===== config.mk =====
export PLATFORM = sky130hd
export DESIGN_NAME = first_fit_segment_allocator_core
export DESIGN_NICKNAME = d
export VERILOG_FILES = /design/src/sv/ffsa_pkg.sv /design/src/sv/first_fit_segment_allocator_core.sv /design/src/sv/ffsa_datapath.sv /design/src/sv/ffsa_ctrl.sv
export SDC_FILE = /design/constraint.sdc
export NUM_CORES = 2
export LEC_CHECK = 0
export BUFFER_PORTS_ARGS = -buffer_cell sky130_fd_sc_hd__buf_2
export CAP_MARGIN = 10
export CORE_ASPECT_RATIO = 1.1
export CORE_MARGIN = 2
export CORE_UTILIZATION = 54
export DETAILED_ROUTE_END_ITERATION = 12
export GPL_ROUTABILITY_DRIVEN = 0
export PLACE_DENSITY = 0.7
export SLEW_MARGIN = 10
export SYNTH_ARGS = -nofsm -noshare
export SYNTH_HDL_FRONTEND = slang
export SYNTH_HIERARCHICAL = 1
export SYNTH_SLANG_ARGS = --single-unit

===== constraint.sdc =====
create_clock -name clk -period 8 [get_ports clk]
set_input_delay 1.2 -clock clk [delete_from_list [all_inputs] [get_ports clk]]
set_output_delay 1.2 -clock clk [all_outputs]
set_load 0.02 [all_outputs]

===== src/sv/ffsa_pkg.sv =====
// Shared types and constants of the first-fit segment allocator.
// Used by ffsa_ctrl, ffsa_datapath and first_fit_segment_allocator_core.
package ffsa_pkg;

	localparam int MAX_SEGMENTS = 64;
	localparam int ADDR_BITS    = 16;
	localparam int LEN_BITS     = ADDR_BITS + 1;
	localparam int IDX_BITS     = $clog2(MAX_SEGMENTS);
	localparam int CNT_BITS     = IDX_BITS + 1;

	localparam logic [LEN_BITS-1:0] POOL_MAX = LEN_BITS'(1) << ADDR_BITS;
	localparam logic [CNT_BITS-1:0] CNT_MAX  = CNT_BITS'(MAX_SEGMENTS);

	localparam logic [2:0] ST_OK       = 3'd0;
	localparam logic [2:0] ST_NOFIT    = 3'd1;
	localparam logic [2:0] ST_NOTFOUND = 3'd2;
	localparam logic [2:0] ST_FULL     = 3'd3;
	localparam logic [2:0] ST_ZERO     = 3'd4;

	localparam logic [1:0] REQ_ALLOC  = 2'd0;
	localparam logic [1:0] REQ_FREE   = 2'd1;
	localparam logic [1:0] REQ_RESIZE = 2'd2;

	typedef struct packed {
		logic                 free;
		logic [LEN_BITS-1:0]  len;
		logic [ADDR_BITS-1:0] off;
	} seg_t;

	typedef enum logic [4:0] {
		S_INIT, S_IDLE, S_DISPATCH, S_FIND_RD, S_FIND_EV, S_REL, S_RN_CHK, S_RN_EV,
		S_RP_CHK, S_RP_EV, S_MV_CHK, S_MV_WR, S_FIT_RD, S_FIT_EV, S_FIT_GOT,
		S_FIT_END, S_SU_CHK, S_SU_WR, S_SP_TAIL, S_SP_HEAD, S_RS_CHK, S_GR_CHK,
		S_GR_EV, S_GR_POST, S_MOVE, S_DONE
	} state_t;

	typedef enum logic [2:0] {OP_ALLOC, OP_FREE, OP_RESIZE, OP_MOVE_FIT, OP_MOVE_FREE} op_t;

	typedef enum logic [2:0] {P_HOLD, P_ZERO, P_INC, P_DEC, P_IDX1, P_IDX2, P_CNT} ptr_op_t;

	typedef enum logic [1:0] {R_PTR, R_PTRM1, R_IDXP1, R_IDXM1} rd_sel_t;

	typedef enum logic [2:0] {
		W_NONE, W_INIT, W_PTRM1_RD, W_PTR_RD, W_TAIL, W_HEAD, W_W, W_PREV
	} wr_op_t;

	typedef enum logic [1:0] {C_HOLD, C_ONE, C_INC, C_DEC} cnt_op_t;

	typedef enum logic [1:0] {WO_HOLD, WO_LD, WO_FREE, WO_ABSORB} w_op_t;

	typedef struct packed {
		logic       start;
		ptr_op_t    ptr_op;
		rd_sel_t    rd_sel;
		wr_op_t     wr_op;
		cnt_op_t    cnt_op;
		w_op_t      w_op;
		logic       save_old;
		logic       res_addr;
		logic       res_woff;
		logic       set_reloc;
		logic       finish;
		logic [2:0] status;
	} dp_cmd_t;

	typedef struct packed {
		logic [1:0] req_type;
		logic       size_zero;
		logic       hit_find;
		logic       hit_fit;
		logic       ptr_lt_cnt;
		logic       idx1_lt_cnt;
		logic       idx_nz;
		logic       ptr_gt_idx1;
		logic       rd_free;
		logic       w_free;
		logic       w_eq;
		logic       w_gt;
		logic       cnt_full;
		logic       absorb_ok;
	} dp_stat_t;

endpackage


===== src/sv/first_fit_segment_allocator_core.sv =====
// Top level of the first-fit segment allocator with coalescing.
// Depends on ffsa_pkg, ffsa_ctrl and ffsa_datapath.
//
// Usage:
//   Requests: drive req_type, req_address and req_size with start high; the request
//   is taken at a rising edge where busy and cfg_we are low. busy stays high until the result
//   has been issued.
//   Results: done is high for exactly one cycle with status, result_address,
//   relocated, copy_from and copy_length; the receiver cannot hold a result off,
//   so it must take every transfer in that cycle. The result ports keep their
//   value until the next result.
//   Configuration: cfg_we with cfg_wdata writes pool_size; the user must write it
//   only while busy is low, which the block itself does not enforce. Written while idle,
//   the table is reinitialized to one free segment in the following cycle.
//   Table: the segment table sits in a memory with one write port and a registered
//   read port. A scan reads and then evaluates one entry at a time, and a split or
//   merge shifts the entries behind it one by one, so a request takes longer the
//   more entries it scans and shifts.
//   Reset: the pool is 65536 bytes; the init state writes one free segment to the
//   table, and busy falls as the controller then enters idle.
module first_fit_segment_allocator_core import ffsa_pkg::*; (
	input  logic                 clk,
	input  logic                 arst_n,
	input  logic                 start,
	output logic                 busy,
	input  logic [1:0]           req_type,
	input  logic [ADDR_BITS-1:0] req_address,
	input  logic [LEN_BITS-1:0]  req_size,
	output logic                 done,
	output logic [2:0]           status,
	output logic [ADDR_BITS-1:0] result_address,
	output logic                 relocated,
	output logic [ADDR_BITS-1:0] copy_from,
	output logic [LEN_BITS-1:0]  copy_length,
	input  logic                 cfg_we,
	input  logic [LEN_BITS-1:0]  cfg_wdata
);

	dp_cmd_t  cmd;
	dp_stat_t stat;

	ffsa_ctrl u_ctrl (
		.clk    (clk),
		.arst_n (arst_n),
		.start  (start),
		.cfg_we (cfg_we),
		.stat   (stat),
		.busy   (busy),
		.cmd    (cmd)
	);

	ffsa_datapath u_datapath (
		.clk            (clk),
		.arst_n         (arst_n),
		.cmd            (cmd),
		.stat           (stat),
		.cfg_we         (cfg_we),
		.cfg_wdata      (cfg_wdata),
		.req_type       (req_type),
		.req_address    (req_address),
		.req_size       (req_size),
		.done           (done),
		.status         (status),
		.result_address (result_address),
		.relocated      (relocated),
		.copy_from      (copy_from),
		.copy_length    (copy_length)
	);

	a_done_after_busy: assert property (@(posedge clk) disable iff (!arst_n)
		done |-> $past(busy))
		else $error("result issued without a request in flight");

	a_busy_after_accept: assert property (@(posedge clk) disable iff (!arst_n)
		start && !busy |=> busy)
		else $error("accepted request did not raise busy");

	a_status_legal: assert property (@(posedge clk) disable iff (!arst_n)
		done |-> status <= ST_ZERO)
		else $error("illegal status code");

	a_reloc_ok: assert property (@(posedge clk) disable iff (!arst_n)
		relocated |-> status == ST_OK)
		else $error("relocation reported with failing status");

endmodule


===== src/sv/ffsa_datapath.sv =====
// Datapath of the allocator: segment table memory, count, pointers and result registers.
// Depends on ffsa_pkg; driven by commands from ffsa_ctrl.
module ffsa_datapath import ffsa_pkg::*; (
	input  logic                 clk,
	input  logic                 arst_n,
	input  dp_cmd_t              cmd,
	output dp_stat_t             stat,
	input  logic                 cfg_we,
	input  logic [LEN_BITS-1:0]  cfg_wdata,
	input  logic [1:0]           req_type,
	input  logic [ADDR_BITS-1:0] req_address,
	input  logic [LEN_BITS-1:0]  req_size,
	output logic                 done,
	output logic [2:0]           status,
	output logic [ADDR_BITS-1:0] result_address,
	output logic                 relocated,
	output logic [ADDR_BITS-1:0] copy_from,
	output logic [LEN_BITS-1:0]  copy_length
);

	seg_t                 mem_q [MAX_SEGMENTS];
	seg_t                 rd_q;
	seg_t                 w_q;
	seg_t                 wr_data;
	logic                 wr_en;
	logic [IDX_BITS-1:0]  wr_addr;
	logic [IDX_BITS-1:0]  rd_addr;
	logic [IDX_BITS-1:0]  idx_q;
	logic [CNT_BITS-1:0]  ptr_q;
	logic [CNT_BITS-1:0]  cnt_q;
	logic [CNT_BITS-1:0]  idx_p1;
	logic [LEN_BITS-1:0]  pool_q;
	logic [1:0]           type_q;
	logic [ADDR_BITS-1:0] addr_q;
	logic [LEN_BITS-1:0]  size_q;
	logic [LEN_BITS-1:0]  old_q;
	logic [ADDR_BITS-1:0] res_q;
	logic                 reloc_q;
	logic [ADDR_BITS-1:0] from_q;
	logic [LEN_BITS-1:0]  clen_q;
	logic [LEN_BITS:0]    sum_next;
	logic                 ok;

	assign idx_p1   = {1'b0, idx_q} + CNT_BITS'(1);
	assign sum_next = {1'b0, w_q.len} + {1'b0, rd_q.len};
	assign ok       = (cmd.status == ST_OK);

	always_comb begin
		case (cmd.rd_sel)
			R_PTR:   rd_addr = ptr_q[IDX_BITS-1:0];
			R_PTRM1: rd_addr = IDX_BITS'(ptr_q - CNT_BITS'(1));
			R_IDXP1: rd_addr = idx_p1[IDX_BITS-1:0];
			R_IDXM1: rd_addr = idx_q - IDX_BITS'(1);
			default: rd_addr = ptr_q[IDX_BITS-1:0];
		endcase
	end

	always_comb begin
		wr_en   = 1'b1;
		wr_addr = idx_q;
		wr_data = w_q;
		case (cmd.wr_op)
			W_INIT: begin
				wr_addr = '0;
				wr_data = '{free: 1'b1, len: pool_q, off: '0};
			end
			W_PTRM1_RD: begin
				wr_addr = IDX_BITS'(ptr_q - CNT_BITS'(1));
				wr_data = rd_q;
			end
			W_PTR_RD: begin
				wr_addr = ptr_q[IDX_BITS-1:0];
				wr_data = rd_q;
			end
			W_TAIL: begin
				wr_addr = idx_p1[IDX_BITS-1:0];
				wr_data = '{free: 1'b1, len: w_q.len - size_q,
					off: w_q.off + size_q[ADDR_BITS-1:0]};
			end
			W_HEAD: begin
				wr_data = '{free: 1'b0, len: size_q, off: w_q.off};
			end
			W_W: begin
				wr_data = w_q;
			end
			W_PREV: begin
				wr_addr = idx_q - IDX_BITS'(1);
				wr_data = '{free: 1'b1, len: sum_next[LEN_BITS-1:0], off: rd_q.off};
			end
			default: begin
				wr_en = 1'b0;
			end
		endcase
	end

	always_ff @(posedge clk) begin
		if (wr_en) begin
			mem_q[wr_addr] <= wr_data;
		end
		rd_q <= mem_q[rd_addr];
	end

	always_ff @(posedge clk or negedge arst_n) begin
		if (!arst_n) begin
			pool_q <= POOL_MAX;
			cnt_q  <= CNT_BITS'(1);
			done   <= 1'b0;
		end else begin
			if (cfg_we) begin
				if (cfg_wdata == '0) begin
					pool_q <= LEN_BITS'(1);
				end else if (cfg_wdata > POOL_MAX) begin
					pool_q <= POOL_MAX;
				end else begin
					pool_q <= cfg_wdata;
				end
			end
			case (cmd.cnt_op)
				C_ONE:   cnt_q <= CNT_BITS'(1);
				C_INC:   cnt_q <= cnt_q + CNT_BITS'(1);
				C_DEC:   cnt_q <= cnt_q - CNT_BITS'(1);
				default: cnt_q <= cnt_q;
			endcase
			done <= cmd.finish;
		end
	end

	always_ff @(posedge clk) begin
		case (cmd.ptr_op)
			P_ZERO:  ptr_q <= '0;
			P_INC:   ptr_q <= ptr_q + CNT_BITS'(1);
			P_DEC:   ptr_q <= ptr_q - CNT_BITS'(1);
			P_IDX1:  ptr_q <= idx_p1;
			P_IDX2:  ptr_q <= idx_p1 + CNT_BITS'(1);
			P_CNT:   ptr_q <= cnt_q;
			default: ptr_q <= ptr_q;
		endcase
		case (cmd.w_op)
			WO_LD: begin
				w_q   <= rd_q;
				idx_q <= ptr_q[IDX_BITS-1:0];
			end
			WO_FREE:   w_q.free <= 1'b1;
			WO_ABSORB: w_q.len  <= sum_next[LEN_BITS-1:0];
			default:   w_q      <= w_q;
		endcase
		if (cmd.start) begin
			type_q  <= req_type;
			addr_q  <= req_address;
			size_q  <= req_size;
			res_q   <= '0;
			reloc_q <= 1'b0;
			from_q  <= '0;
			clen_q  <= '0;
		end
		if (cmd.save_old) begin
			old_q <= w_q.len;
		end
		if (cmd.res_addr) begin
			res_q <= addr_q;
		end
		if (cmd.res_woff) begin
			res_q <= w_q.off;
		end
		if (cmd.set_reloc) begin
			reloc_q <= 1'b1;
			from_q  <= addr_q;
			clen_q  <= old_q;
		end
		if (cmd.finish) begin
			status         <= cmd.status;
			result_address <= ok ? res_q : '0;
			relocated      <= ok & reloc_q;
			copy_from      <= ok ? from_q : '0;
			copy_length    <= ok ? clen_q : '0;
		end
	end

	always_comb begin
		stat.req_type    = type_q;
		stat.size_zero   = (size_q == '0);
		stat.hit_find    = (rd_q.off == addr_q);
		stat.hit_fit     = rd_q.free && (rd_q.len >= size_q);
		stat.ptr_lt_cnt  = (ptr_q < cnt_q);
		stat.idx1_lt_cnt = (idx_p1 < cnt_q);
		stat.idx_nz      = (idx_q != '0);
		stat.ptr_gt_idx1 = (ptr_q > idx_p1);
		stat.rd_free     = rd_q.free;
		stat.w_free      = w_q.free;
		stat.w_eq        = (w_q.len == size_q);
		stat.w_gt        = (w_q.len > size_q);
		stat.cnt_full    = (cnt_q >= CNT_MAX);
		stat.absorb_ok   = rd_q.free && (sum_next >= {1'b0, size_q});
	end

endmodule


===== src/sv/ffsa_ctrl.sv =====
// Controller state machine of the allocator: sequences scans, splits, merges and shifts.
// Depends on ffsa_pkg; commands ffsa_datapath.
module ffsa_ctrl import ffsa_pkg::*; (
	input  logic     clk,
	input  logic     arst_n,
	input  logic     start,
	input  logic     cfg_we,
	input  dp_stat_t stat,
	output logic     busy,
	output dp_cmd_t  cmd
);

	state_t state_q, state_d, ret_q, ret_d;
	op_t    op_q, op_d;

	assign busy = (state_q != S_IDLE);

	always_ff @(posedge clk or negedge arst_n) begin
		if (!arst_n) begin
			state_q <= S_INIT;
			ret_q   <= S_DONE;
			op_q    <= OP_ALLOC;
		end else begin
			state_q <= state_d;
			ret_q   <= ret_d;
			op_q    <= op_d;
		end
	end

	always_comb begin
		state_d = state_q;
		ret_d   = ret_q;
		op_d    = op_q;
		case (state_q)
			S_INIT: state_d = S_IDLE;
			S_IDLE: begin
				if (cfg_we) begin
					state_d = S_INIT;
				end else if (start) begin
					state_d = S_DISPATCH;
				end
			end
			S_DISPATCH: begin
				state_d = S_IDLE;
				case (stat.req_type)
					REQ_ALLOC: begin
						op_d = OP_ALLOC;
						if (!stat.size_zero) begin
							state_d = S_FIT_RD;
						end
					end
					REQ_FREE: begin
						op_d    = OP_FREE;
						state_d = S_FIND_RD;
					end
					REQ_RESIZE: begin
						op_d = OP_RESIZE;
						if (!stat.size_zero) begin
							state_d = S_FIND_RD;
						end
					end
					default: state_d = S_IDLE;
				endcase
			end
			S_FIND_RD: state_d = stat.ptr_lt_cnt ? S_FIND_EV : S_IDLE;
			S_FIND_EV: begin
				if (!stat.hit_find) begin
					state_d = S_FIND_RD;
				end else if (op_q == OP_RESIZE) begin
					state_d = S_RS_CHK;
				end else begin
					state_d = S_REL;
				end
			end
			S_REL:    state_d = S_RN_CHK;
			S_RN_CHK: state_d = stat.idx1_lt_cnt ? S_RN_EV : S_RP_CHK;
			S_RN_EV: begin
				if (stat.rd_free) begin
					ret_d   = S_RN_CHK;
					state_d = S_MV_CHK;
				end else begin
					state_d = S_RP_CHK;
				end
			end
			S_RP_CHK: state_d = stat.idx_nz ? S_RP_EV : S_IDLE;
			S_RP_EV: begin
				if (stat.rd_free) begin
					ret_d   = S_DONE;
					state_d = S_MV_CHK;
				end else begin
					state_d = S_IDLE;
				end
			end
			S_MV_CHK: state_d = stat.ptr_lt_cnt ? S_MV_WR : ret_q;
			S_MV_WR:  state_d = S_MV_CHK;
			S_FIT_RD: state_d = stat.ptr_lt_cnt ? S_FIT_EV : S_IDLE;
			S_FIT_EV: state_d = stat.hit_fit ? S_FIT_GOT : S_FIT_RD;
			S_FIT_GOT: begin
				if (!stat.w_gt) begin
					state_d = S_FIT_END;
				end else if (stat.cnt_full) begin
					state_d = S_IDLE;
				end else begin
					ret_d   = S_FIT_END;
					state_d = S_SU_CHK;
				end
			end
			S_FIT_END: begin
				if (op_q == OP_MOVE_FIT) begin
					op_d    = OP_MOVE_FREE;
					state_d = S_FIND_RD;
				end else begin
					state_d = S_DONE;
				end
			end
			S_SU_CHK:  state_d = stat.ptr_gt_idx1 ? S_SU_WR : S_SP_TAIL;
			S_SU_WR:   state_d = S_SU_CHK;
			S_SP_TAIL: state_d = S_SP_HEAD;
			S_SP_HEAD: state_d = ret_q;
			S_RS_CHK: begin
				if (stat.w_free) begin
					state_d = S_IDLE;
				end else if (stat.w_eq) begin
					state_d = S_DONE;
				end else if (stat.w_gt) begin
					if (stat.cnt_full) begin
						state_d = S_IDLE;
					end else begin
						ret_d   = S_DONE;
						state_d = S_SU_CHK;
					end
				end else begin
					state_d = S_GR_CHK;
				end
			end
			S_GR_CHK: state_d = stat.idx1_lt_cnt ? S_GR_EV : S_MOVE;
			S_GR_EV: begin
				if (stat.absorb_ok) begin
					ret_d   = S_GR_POST;
					state_d = S_MV_CHK;
				end else begin
					state_d = S_MOVE;
				end
			end
			S_GR_POST: begin
				if (stat.w_gt) begin
					ret_d   = S_DONE;
					state_d = S_SU_CHK;
				end else begin
					state_d = S_IDLE;
				end
			end
			S_MOVE: begin
				op_d    = OP_MOVE_FIT;
				state_d = S_FIT_RD;
			end
			S_DONE:  state_d = S_IDLE;
			default: state_d = S_IDLE;
		endcase
	end

	always_comb begin
		cmd        = '0;
		cmd.ptr_op = P_HOLD;
		cmd.rd_sel = R_PTR;
		cmd.wr_op  = W_NONE;
		cmd.cnt_op = C_HOLD;
		cmd.w_op   = WO_HOLD;
		cmd.status = ST_OK;
		case (state_q)
			S_INIT: begin
				cmd.wr_op  = W_INIT;
				cmd.cnt_op = C_ONE;
			end
			S_IDLE: cmd.start = start && !cfg_we;
			S_DISPATCH: begin
				cmd.ptr_op = P_ZERO;
				case (stat.req_type)
					REQ_ALLOC, REQ_RESIZE: begin
						cmd.finish = stat.size_zero;
						cmd.status = ST_ZERO;
					end
					REQ_FREE: cmd.finish = 1'b0;
					default:  cmd.finish = 1'b1;
				endcase
			end
			S_FIND_RD: begin
				if (!stat.ptr_lt_cnt) begin
					cmd.finish = 1'b1;
					cmd.status = (op_q == OP_MOVE_FREE) ? ST_OK : ST_NOTFOUND;
				end
			end
			S_FIND_EV: begin
				if (stat.hit_find) begin
					cmd.w_op = WO_LD;
				end else begin
					cmd.ptr_op = P_INC;
				end
			end
			S_REL: begin
				cmd.w_op     = WO_FREE;
				cmd.res_addr = (op_q == OP_FREE);
			end
			S_RN_CHK: cmd.rd_sel = R_IDXP1;
			S_RN_EV: begin
				if (stat.rd_free) begin
					cmd.w_op   = WO_ABSORB;
					cmd.ptr_op = P_IDX2;
				end
			end
			S_RP_CHK: begin
				cmd.rd_sel = R_IDXM1;
				if (!stat.idx_nz) begin
					cmd.wr_op  = W_W;
					cmd.finish = 1'b1;
				end
			end
			S_RP_EV: begin
				if (stat.rd_free) begin
					cmd.wr_op  = W_PREV;
					cmd.ptr_op = P_IDX1;
				end else begin
					cmd.wr_op  = W_W;
					cmd.finish = 1'b1;
				end
			end
			S_MV_CHK: begin
				if (!stat.ptr_lt_cnt) begin
					cmd.cnt_op = C_DEC;
				end
			end
			S_MV_WR: begin
				cmd.wr_op  = W_PTRM1_RD;
				cmd.ptr_op = P_INC;
			end
			S_FIT_RD: begin
				if (!stat.ptr_lt_cnt) begin
					cmd.finish = 1'b1;
					cmd.status = ST_NOFIT;
				end
			end
			S_FIT_EV: begin
				if (stat.hit_fit) begin
					cmd.w_op = WO_LD;
				end else begin
					cmd.ptr_op = P_INC;
				end
			end
			S_FIT_GOT: begin
				if (!stat.w_gt) begin
					cmd.wr_op = W_HEAD;
				end else if (stat.cnt_full) begin
					cmd.finish = 1'b1;
					cmd.status = ST_FULL;
				end else begin
					cmd.ptr_op = P_CNT;
				end
			end
			S_FIT_END: begin
				cmd.res_woff  = 1'b1;
				cmd.set_reloc = (op_q == OP_MOVE_FIT);
				cmd.ptr_op    = P_ZERO;
			end
			S_SU_CHK: cmd.rd_sel = R_PTRM1;
			S_SU_WR: begin
				cmd.wr_op  = W_PTR_RD;
				cmd.ptr_op = P_DEC;
			end
			S_SP_TAIL: cmd.wr_op = W_TAIL;
			S_SP_HEAD: begin
				cmd.wr_op  = W_HEAD;
				cmd.cnt_op = C_INC;
			end
			S_RS_CHK: begin
				cmd.res_addr = 1'b1;
				if (stat.w_free) begin
					cmd.finish = 1'b1;
					cmd.status = ST_NOTFOUND;
				end else if (stat.w_gt) begin
					if (stat.cnt_full) begin
						cmd.finish = 1'b1;
						cmd.status = ST_FULL;
					end else begin
						cmd.ptr_op = P_CNT;
					end
				end
			end
			S_GR_CHK: cmd.rd_sel = R_IDXP1;
			S_GR_EV: begin
				if (stat.absorb_ok) begin
					cmd.w_op   = WO_ABSORB;
					cmd.ptr_op = P_IDX2;
				end
			end
			S_GR_POST: begin
				if (stat.w_gt) begin
					cmd.ptr_op = P_CNT;
				end else begin
					cmd.wr_op  = W_W;
					cmd.finish = 1'b1;
				end
			end
			S_MOVE: begin
				cmd.save_old = 1'b1;
				cmd.ptr_op   = P_ZERO;
			end
			S_DONE:  cmd.finish = 1'b1;
			default: cmd.finish = 1'b0;
		endcase
	end

endmodule


# Word-level counts from Yosys, hierarchy flattened
# Memory sizes are Yosys's and may differ from the RTL's. A register that Yosys moved wholly into a read port is not among the register bits.
# Index checks and enable logic that the tools add are counted.
[classes] muxes=98 add_sub_neg=10 reduce_logical=26 eq_ne=69 magnitude_cmp=8 shift=0 n_mul=0 bitwise_logic=1 div=0
[ops] cell="34-bit case mux with 5 select lines" n=1
[ops] cell="5-bit case mux with 24 select lines" n=1
[ops] cell="5-bit two-way mux" n=23
[ops] cell="17-bit two-way mux" n=4
[ops] cell="16-bit two-way mux" n=4
[ops] cell="5-bit == test (second input constant)" n=10
[ops] cell="4-bit two-way mux" n=11
[ops] cell="7-bit case mux with 6 select lines" n=1
[ops] cell="5-bit by 4-bit == test with 1-bit output (second input constant)" n=8
[ops] cell="3-bit two-way mux" n=13
[ops] cell="17-bit logical NOT" n=2
[ops] cell="17-bit case mux with 2 select lines" n=1
[ops] cell="3-bit case mux with 11 select lines" n=1
[ops] cell="5-bit case mux with 6 select lines" n=1
[ops] cell="6-bit case mux with 5 select lines" n=1
[ops] cell="3-bit case mux with 9 select lines" n=1
[ops] cell="3-bit == test (second input constant)" n=8
[ops] cell="6-bit case mux with 4 select lines" n=1
[ops] cell="2-bit two-way mux" n=11
[ops] cell="7-bit by 1-bit adder with 7-bit output (second input constant)" n=3
[ops] cell="7-bit case mux with 3 select lines" n=1
[ops] cell="5-bit by 3-bit == test with 1-bit output (second input constant)" n=4
[ops] cell="17-bit by 17-bit adder with 18-bit output" n=1
[ops] cell="3-bit by 2-bit == test with 1-bit output (second input constant)" n=6
[ops] cell="46 further kinds" n=94
[word_totals] romBits=0 output_inout_bits=55 latchBits=0 mem_count=1 elab_cells=237 mem_bits_rw=2176 in_bits=56 ff_bits=240
[mem_list] name="u_datapath.mem_q" words=64 word_bits=34 rd=1 rd_clocked_by_memory_dff=1 wr=1 line_no="ffsa_datapath.sv:21" rtl="seg_t mem_q [MAX_SEGMENTS];"

# Logic depth before layout (Yosys ltp)
[depth] ltp_word=8 mapped_depth=28 depth_no_buf=28

# Cells and area by module
# Netlist, hierarchy kept.
[modules_own_cells] module="ffsa_datapath" instances=1 area_per_inst_um2=99501.7 cells_per_inst=4966 seq_area_each_um2=72707.2
[modules_own_cells] module="ffsa_ctrl" instances=1 area_per_inst_um2=1795.5 cells_per_inst=244 seq_area_each_um2=304.0

# Worst setup path before layout
# No wires, ideal clock.
[synth_timing] path_kind="reg-to-reg" start="reg u_datapath.size_q[1]" end="mem u_datapath/mem_q[0][15] (netlist name), data pin" period_less_slack_ns=7.004 n_path_buf=3 t_required_ns=7.298 path_stages_with_launch=22 setup_ns=0.702 path_slack_ns=0.996 arrival_time_ns=6.303 path_cell_list="edfxtp_1 > inv_1 > ha_1 > nor2b_1 > o21a_1 > o21a_1 > o2111ai_1 > a31o_2 > a211oi_1 > o21ai_0 > a21oi_1 > clkbuf_1 > nor2_1 > a22oi_1 > o32ai_1 > clkbuf_1 > clkbuf_1 > or4_1 > nor3_1 > nand3b_1 > xnor2_1 > o21ai_0"
[synth_lines] element="start: declaration" line_no="ffsa_datapath.sv:35" rtl="logic [LEN_BITS-1:0] size_q;"
[synth_lines] element="start signal: assignment" line_no="ffsa_datapath.sv:150" rtl="size_q <= req_size;"
[synth_lines] element="end: declaration" line_no="ffsa_datapath.sv:21"

==> results by group <==
Outcome
  – Status: completed

Worst setup path
  – Setup crit end kind: flip-flop
  – Path type of the worst setup path: reg -> reg
  – First element of the critical path: u_datapath/w_q[17]
  – Depth of the worst register-to-register path: 27
  – Worst EP required: 8.72 ns
  – Largest delay share family, worst path: compound AO/OA/AOI/OAI gates
  – Count of buffer and inverter cells on the critical path: 1
  – Setup crit start kind: flip-flop
  – Worst-path fanout max: 13
  – Reg2reg start: u_datapath/w_q[17]
  – Logic depth of the worst path, buffers included: 27
  – Largest incremental delay on the critical path: 0.53 ns
  – Reg2reg end: u_datapath/ptr_q[4]
  – Critical-path cell with the highest stage delay: sky130_fd_sc_hd__o2111ai_1
  – Internal reg-to-reg setup slack: 1.02 ns
  – Endpoint arrival time on the critical path: between 7 and 8 ns
  – End of the critical path: u_datapath/ptr_q[4]

Pwr
  – Highest ir drop seen on vdd: 393 uV
  – Leakage: roughly 0.038 uW
  – Pwr/cell area: 405 mW/mm2

Timing
  – Clock skew after layout: 0.0412 ns
  – Max-Slew Margin vs Limit: 17.3%
  – Final setup violation count: 0
  – Time the final worst path needs with I/O delays and setup: approximately 7 ns
  – Final critical-path share of the clock period: 87.3%
  – Transition time of the tightest slew-check pin: between 1 and 1.5 ns
  – Pins over their slew limit: 0
  – Fin Setup TNS: 0 ns
  – Timing-limited maximum frequency: 0.143 GHz
  – Final hold violation count: 0
  – Unrepaired setup endpoints after global routing: false

Route
  – Antenna Nets Post-Route: 0
  – WL/cell: between 20 and 30 um
  – Detailed Route WL: 239000 um
  – Vias/cell: 6.35
  – Remaining design rule violation count: 0
  – DR iter-0 viols: 5481
  – TritonRoute pass-1 iters: 6
  – Vias: 51500

Synthesis
  – Synthesized net count: 5389
  – Mapped Cells: 5210
  – Post-synthesis cell type count: 96
  – Yosys synthesis warning count: 6
  – Main flop type after synthesis: sky130_fd_sc_hd__edfxtp_1
  – EDFF count, synth: 2377
  – Avg Inst Size Synth: 19.4 um2
  – Flip-flop and latch count after synthesis: around 2400
  – Asr flop ratio synth: 1.51%
  – Summed instance area of the synthesized netlist: 0.101 mm2
  – Fraction of the yosys area taken by sequential cells: 72.1%

Cells and area
  – Post-layout instance area: 0.114 mm2
  – Most common cell after layout, fill and taps aside: sky130_fd_sc_hd__edfxtp_1
  – Commonest cells after routing, fill and taps aside: sky130_fd_sc_hd__edfxtp_1 (2377), sky130_fd_sc_hd__mux2i_1 (546), sky130_fd_sc_hd__mux4_2 (544)
  – Fraction of final layout cells with drive strength greater than 1: 23.7%
  – Net count reported at finish: approximately 5700
  – Signed area change from the synthesized netlist to the final layout: 12.4%

Global routing
  – Met1 Use GR: roughly a third
  – First-pass GRT wire length: 351000 um
  – GRT Residual Overflow: 0
  – Overall track demand over capacity in global routing: 25.1%
  – Via count of the first global-routing pass: slightly above 50000
  – Antenna violations before repair: 3
  – Global routing's busiest layer: met2
  – Met2 routing resource usage after global routing: 41.6%
  – Met3 demand-to-capacity share in global routing: 3.76%
  – Pin count of the biggest net entering global routing: 96

Clock tree
  – Maximum number of buffers from clock root to sink: 3
  – CTS clock-pin slew for the worst setup and hold paths: approximately 0.06 ns
  – CTS tree: built
  – H-tree lvl count: 4
  – Post-CTS setup buffer count: 0
  – Root Buffer: sky130_fd_sc_hd__clkbuf_16
  – Clk sinks: 2449
  – Clock network latency to the later pin of the worst-skew pair: 0.88 ns
  – Post-CTS Hold Fix Bufs: 0
  – Clock buffer count from CTS: roughly 230
  – Number of cells upsized or downsized after cts: 0

Hold path
  – Path class of the lowest-slack min-delay path: reg -> reg

Place
  – Count of input and output buffers: 110
  – HPWL after detailed placement: 149000 um
  – Placed Instance Area: 0.106 mm2

Run
  – Max Cap Viol: 0

Die
  – I/O pin cnt: 111
  – Die outline width: between 400 and 500 um
  – Floorplan die height: 458 um
  – Standard-cell row count: between 150 and 200
  – Total Die Area: 0.191 mm2
  – Std-Cell Core Area: about 0.19 mm2
  – Initial Util: approximately 54%
-- state kept, by name, summed over array words and instances, names as in the netlist, 2 cells and up --
register,count
u_datapath/copy_length,17
u_datapath/pool_q,17
u_ctrl/op_q,3
u_datapath/w_q,33
u_datapath/clen_q,17
u_datapath/stat,2
u_datapath/size_q,17
u_datapath/rd_q,33
u_datapath/type_q,2
u_datapath/old_q,17
u_datapath/addr_q,16
u_datapath/mem_q,2176
u_datapath/result_address,16
u_datapath/res_q,16
u_datapath/from_q,16
u_datapath/ptr_q,7
u_datapath/copy_from,16
u_ctrl/ret_q,4
u_datapath/status,3
u_ctrl/state_q,5
u_datapath/idx_q,6
u_datapath/cnt_q,7
-- where the power goes --
part | switching (uW) | total (uW) | internal, uW
logic | 10900 | 17000 | 6140
registers | 531 | 18400 | 17900
clock network | 4730 | 10800 | 6040
-- logic make-up (layout without fill, tap and decap cells) --
group	after synthesis	in the layout	share of synthesized area [%]
muxes	1112	1112	17.7
and+or+nand+nor	605	605	2.99
other	0	1	0
DFF	2449	2449	72.1
buffers and inverters	362	831	1.77
adders and majority gates	124	124	1.56
AOI/OAI and AO/OA	469	469	3.09
xor gates and xnor gates	89	89	0.770
-- stage by stage --
stage	util (%)	power [uW]	setup slack (ns)	cells	hold slack, ns
after CTS	61.1	46400	1.12	8115	0.406
after global placement	57.1	35300	1.22	7688	0.429
after floorplan	-	29500	0.996	5210	0.418
after global routing	61.1	48000	0.488	8116	0.468
after detailed placement	57.1	35600	1.15	7688	0.434
final	61.1	46200	1.02	8116	0.444
-- final cells by class --
type | instances | area (um2)
Tap cell | 2436 | 3050
Sequential cell | 2449 | 73000
Clock inverter | 147 | 1530
Timing Repair Buffer | 310 | 2510
Fill cell | 12900 | 72400
Antenna cell | 1 | 2.50
Clock buffer | 280 | 5960
Inverter | 94 | 353
Multi-Input combinational cell | 2399 | 27500
-- routing by layer --
metal | part of all wire [%] | routed length (um)
met5 | 0 | 0
met4 | 3.4 | 8060
met3 | 7.0 | 16800
met2 | 50 | 119000
met1 | 40 | 95500
-- Yosys cell counts (all sizes together) (58+ instances only) --
library cell | n | area share (%)
edfxtp | 2377 | 70
mux2i | 547 | 5.4
mux4 | 544 | 12
buf | 208 | 1.2
nor2 | 171 | 0.64
nand2 | 135 | 0.50
ha | 119 | 1.5
a21oi | 102 | 0.50
o21ai | 99 | 0.49
inv | 94 | 0.35
and2 | 88 | 0.54
clkbuf | 60 | 0.23
xnor2 | 58 | 0.50
-- worst min-delay path by stage --
| stage | from | endpoint | slack, ns | cells past startpoint |
|---|---|---|---|---|
| 3_3_place_gp | u_datapath/reloc_q | u_datapath/reloc_q | 0.43 | 1 |
| 4_1_cts | arst_n | u_ctrl/state_q[2] | 0.41 | 1 |
| 5_1_grt | req_address[11] | u_datapath/addr_q[11] | 0.47 | 1 |
| 2_1_floorplan | u_datapath/reloc_q | u_datapath/reloc_q | 0.42 | 1 |
| 3_5_place_dp | u_datapath/reloc_q | u_datapath/reloc_q | 0.43 | 1 |
| 6_report | u_datapath/reloc_q | u_datapath/reloc_q | 0.44 | 1 |
Note: power is estimated with default switching activity, not from simulation.
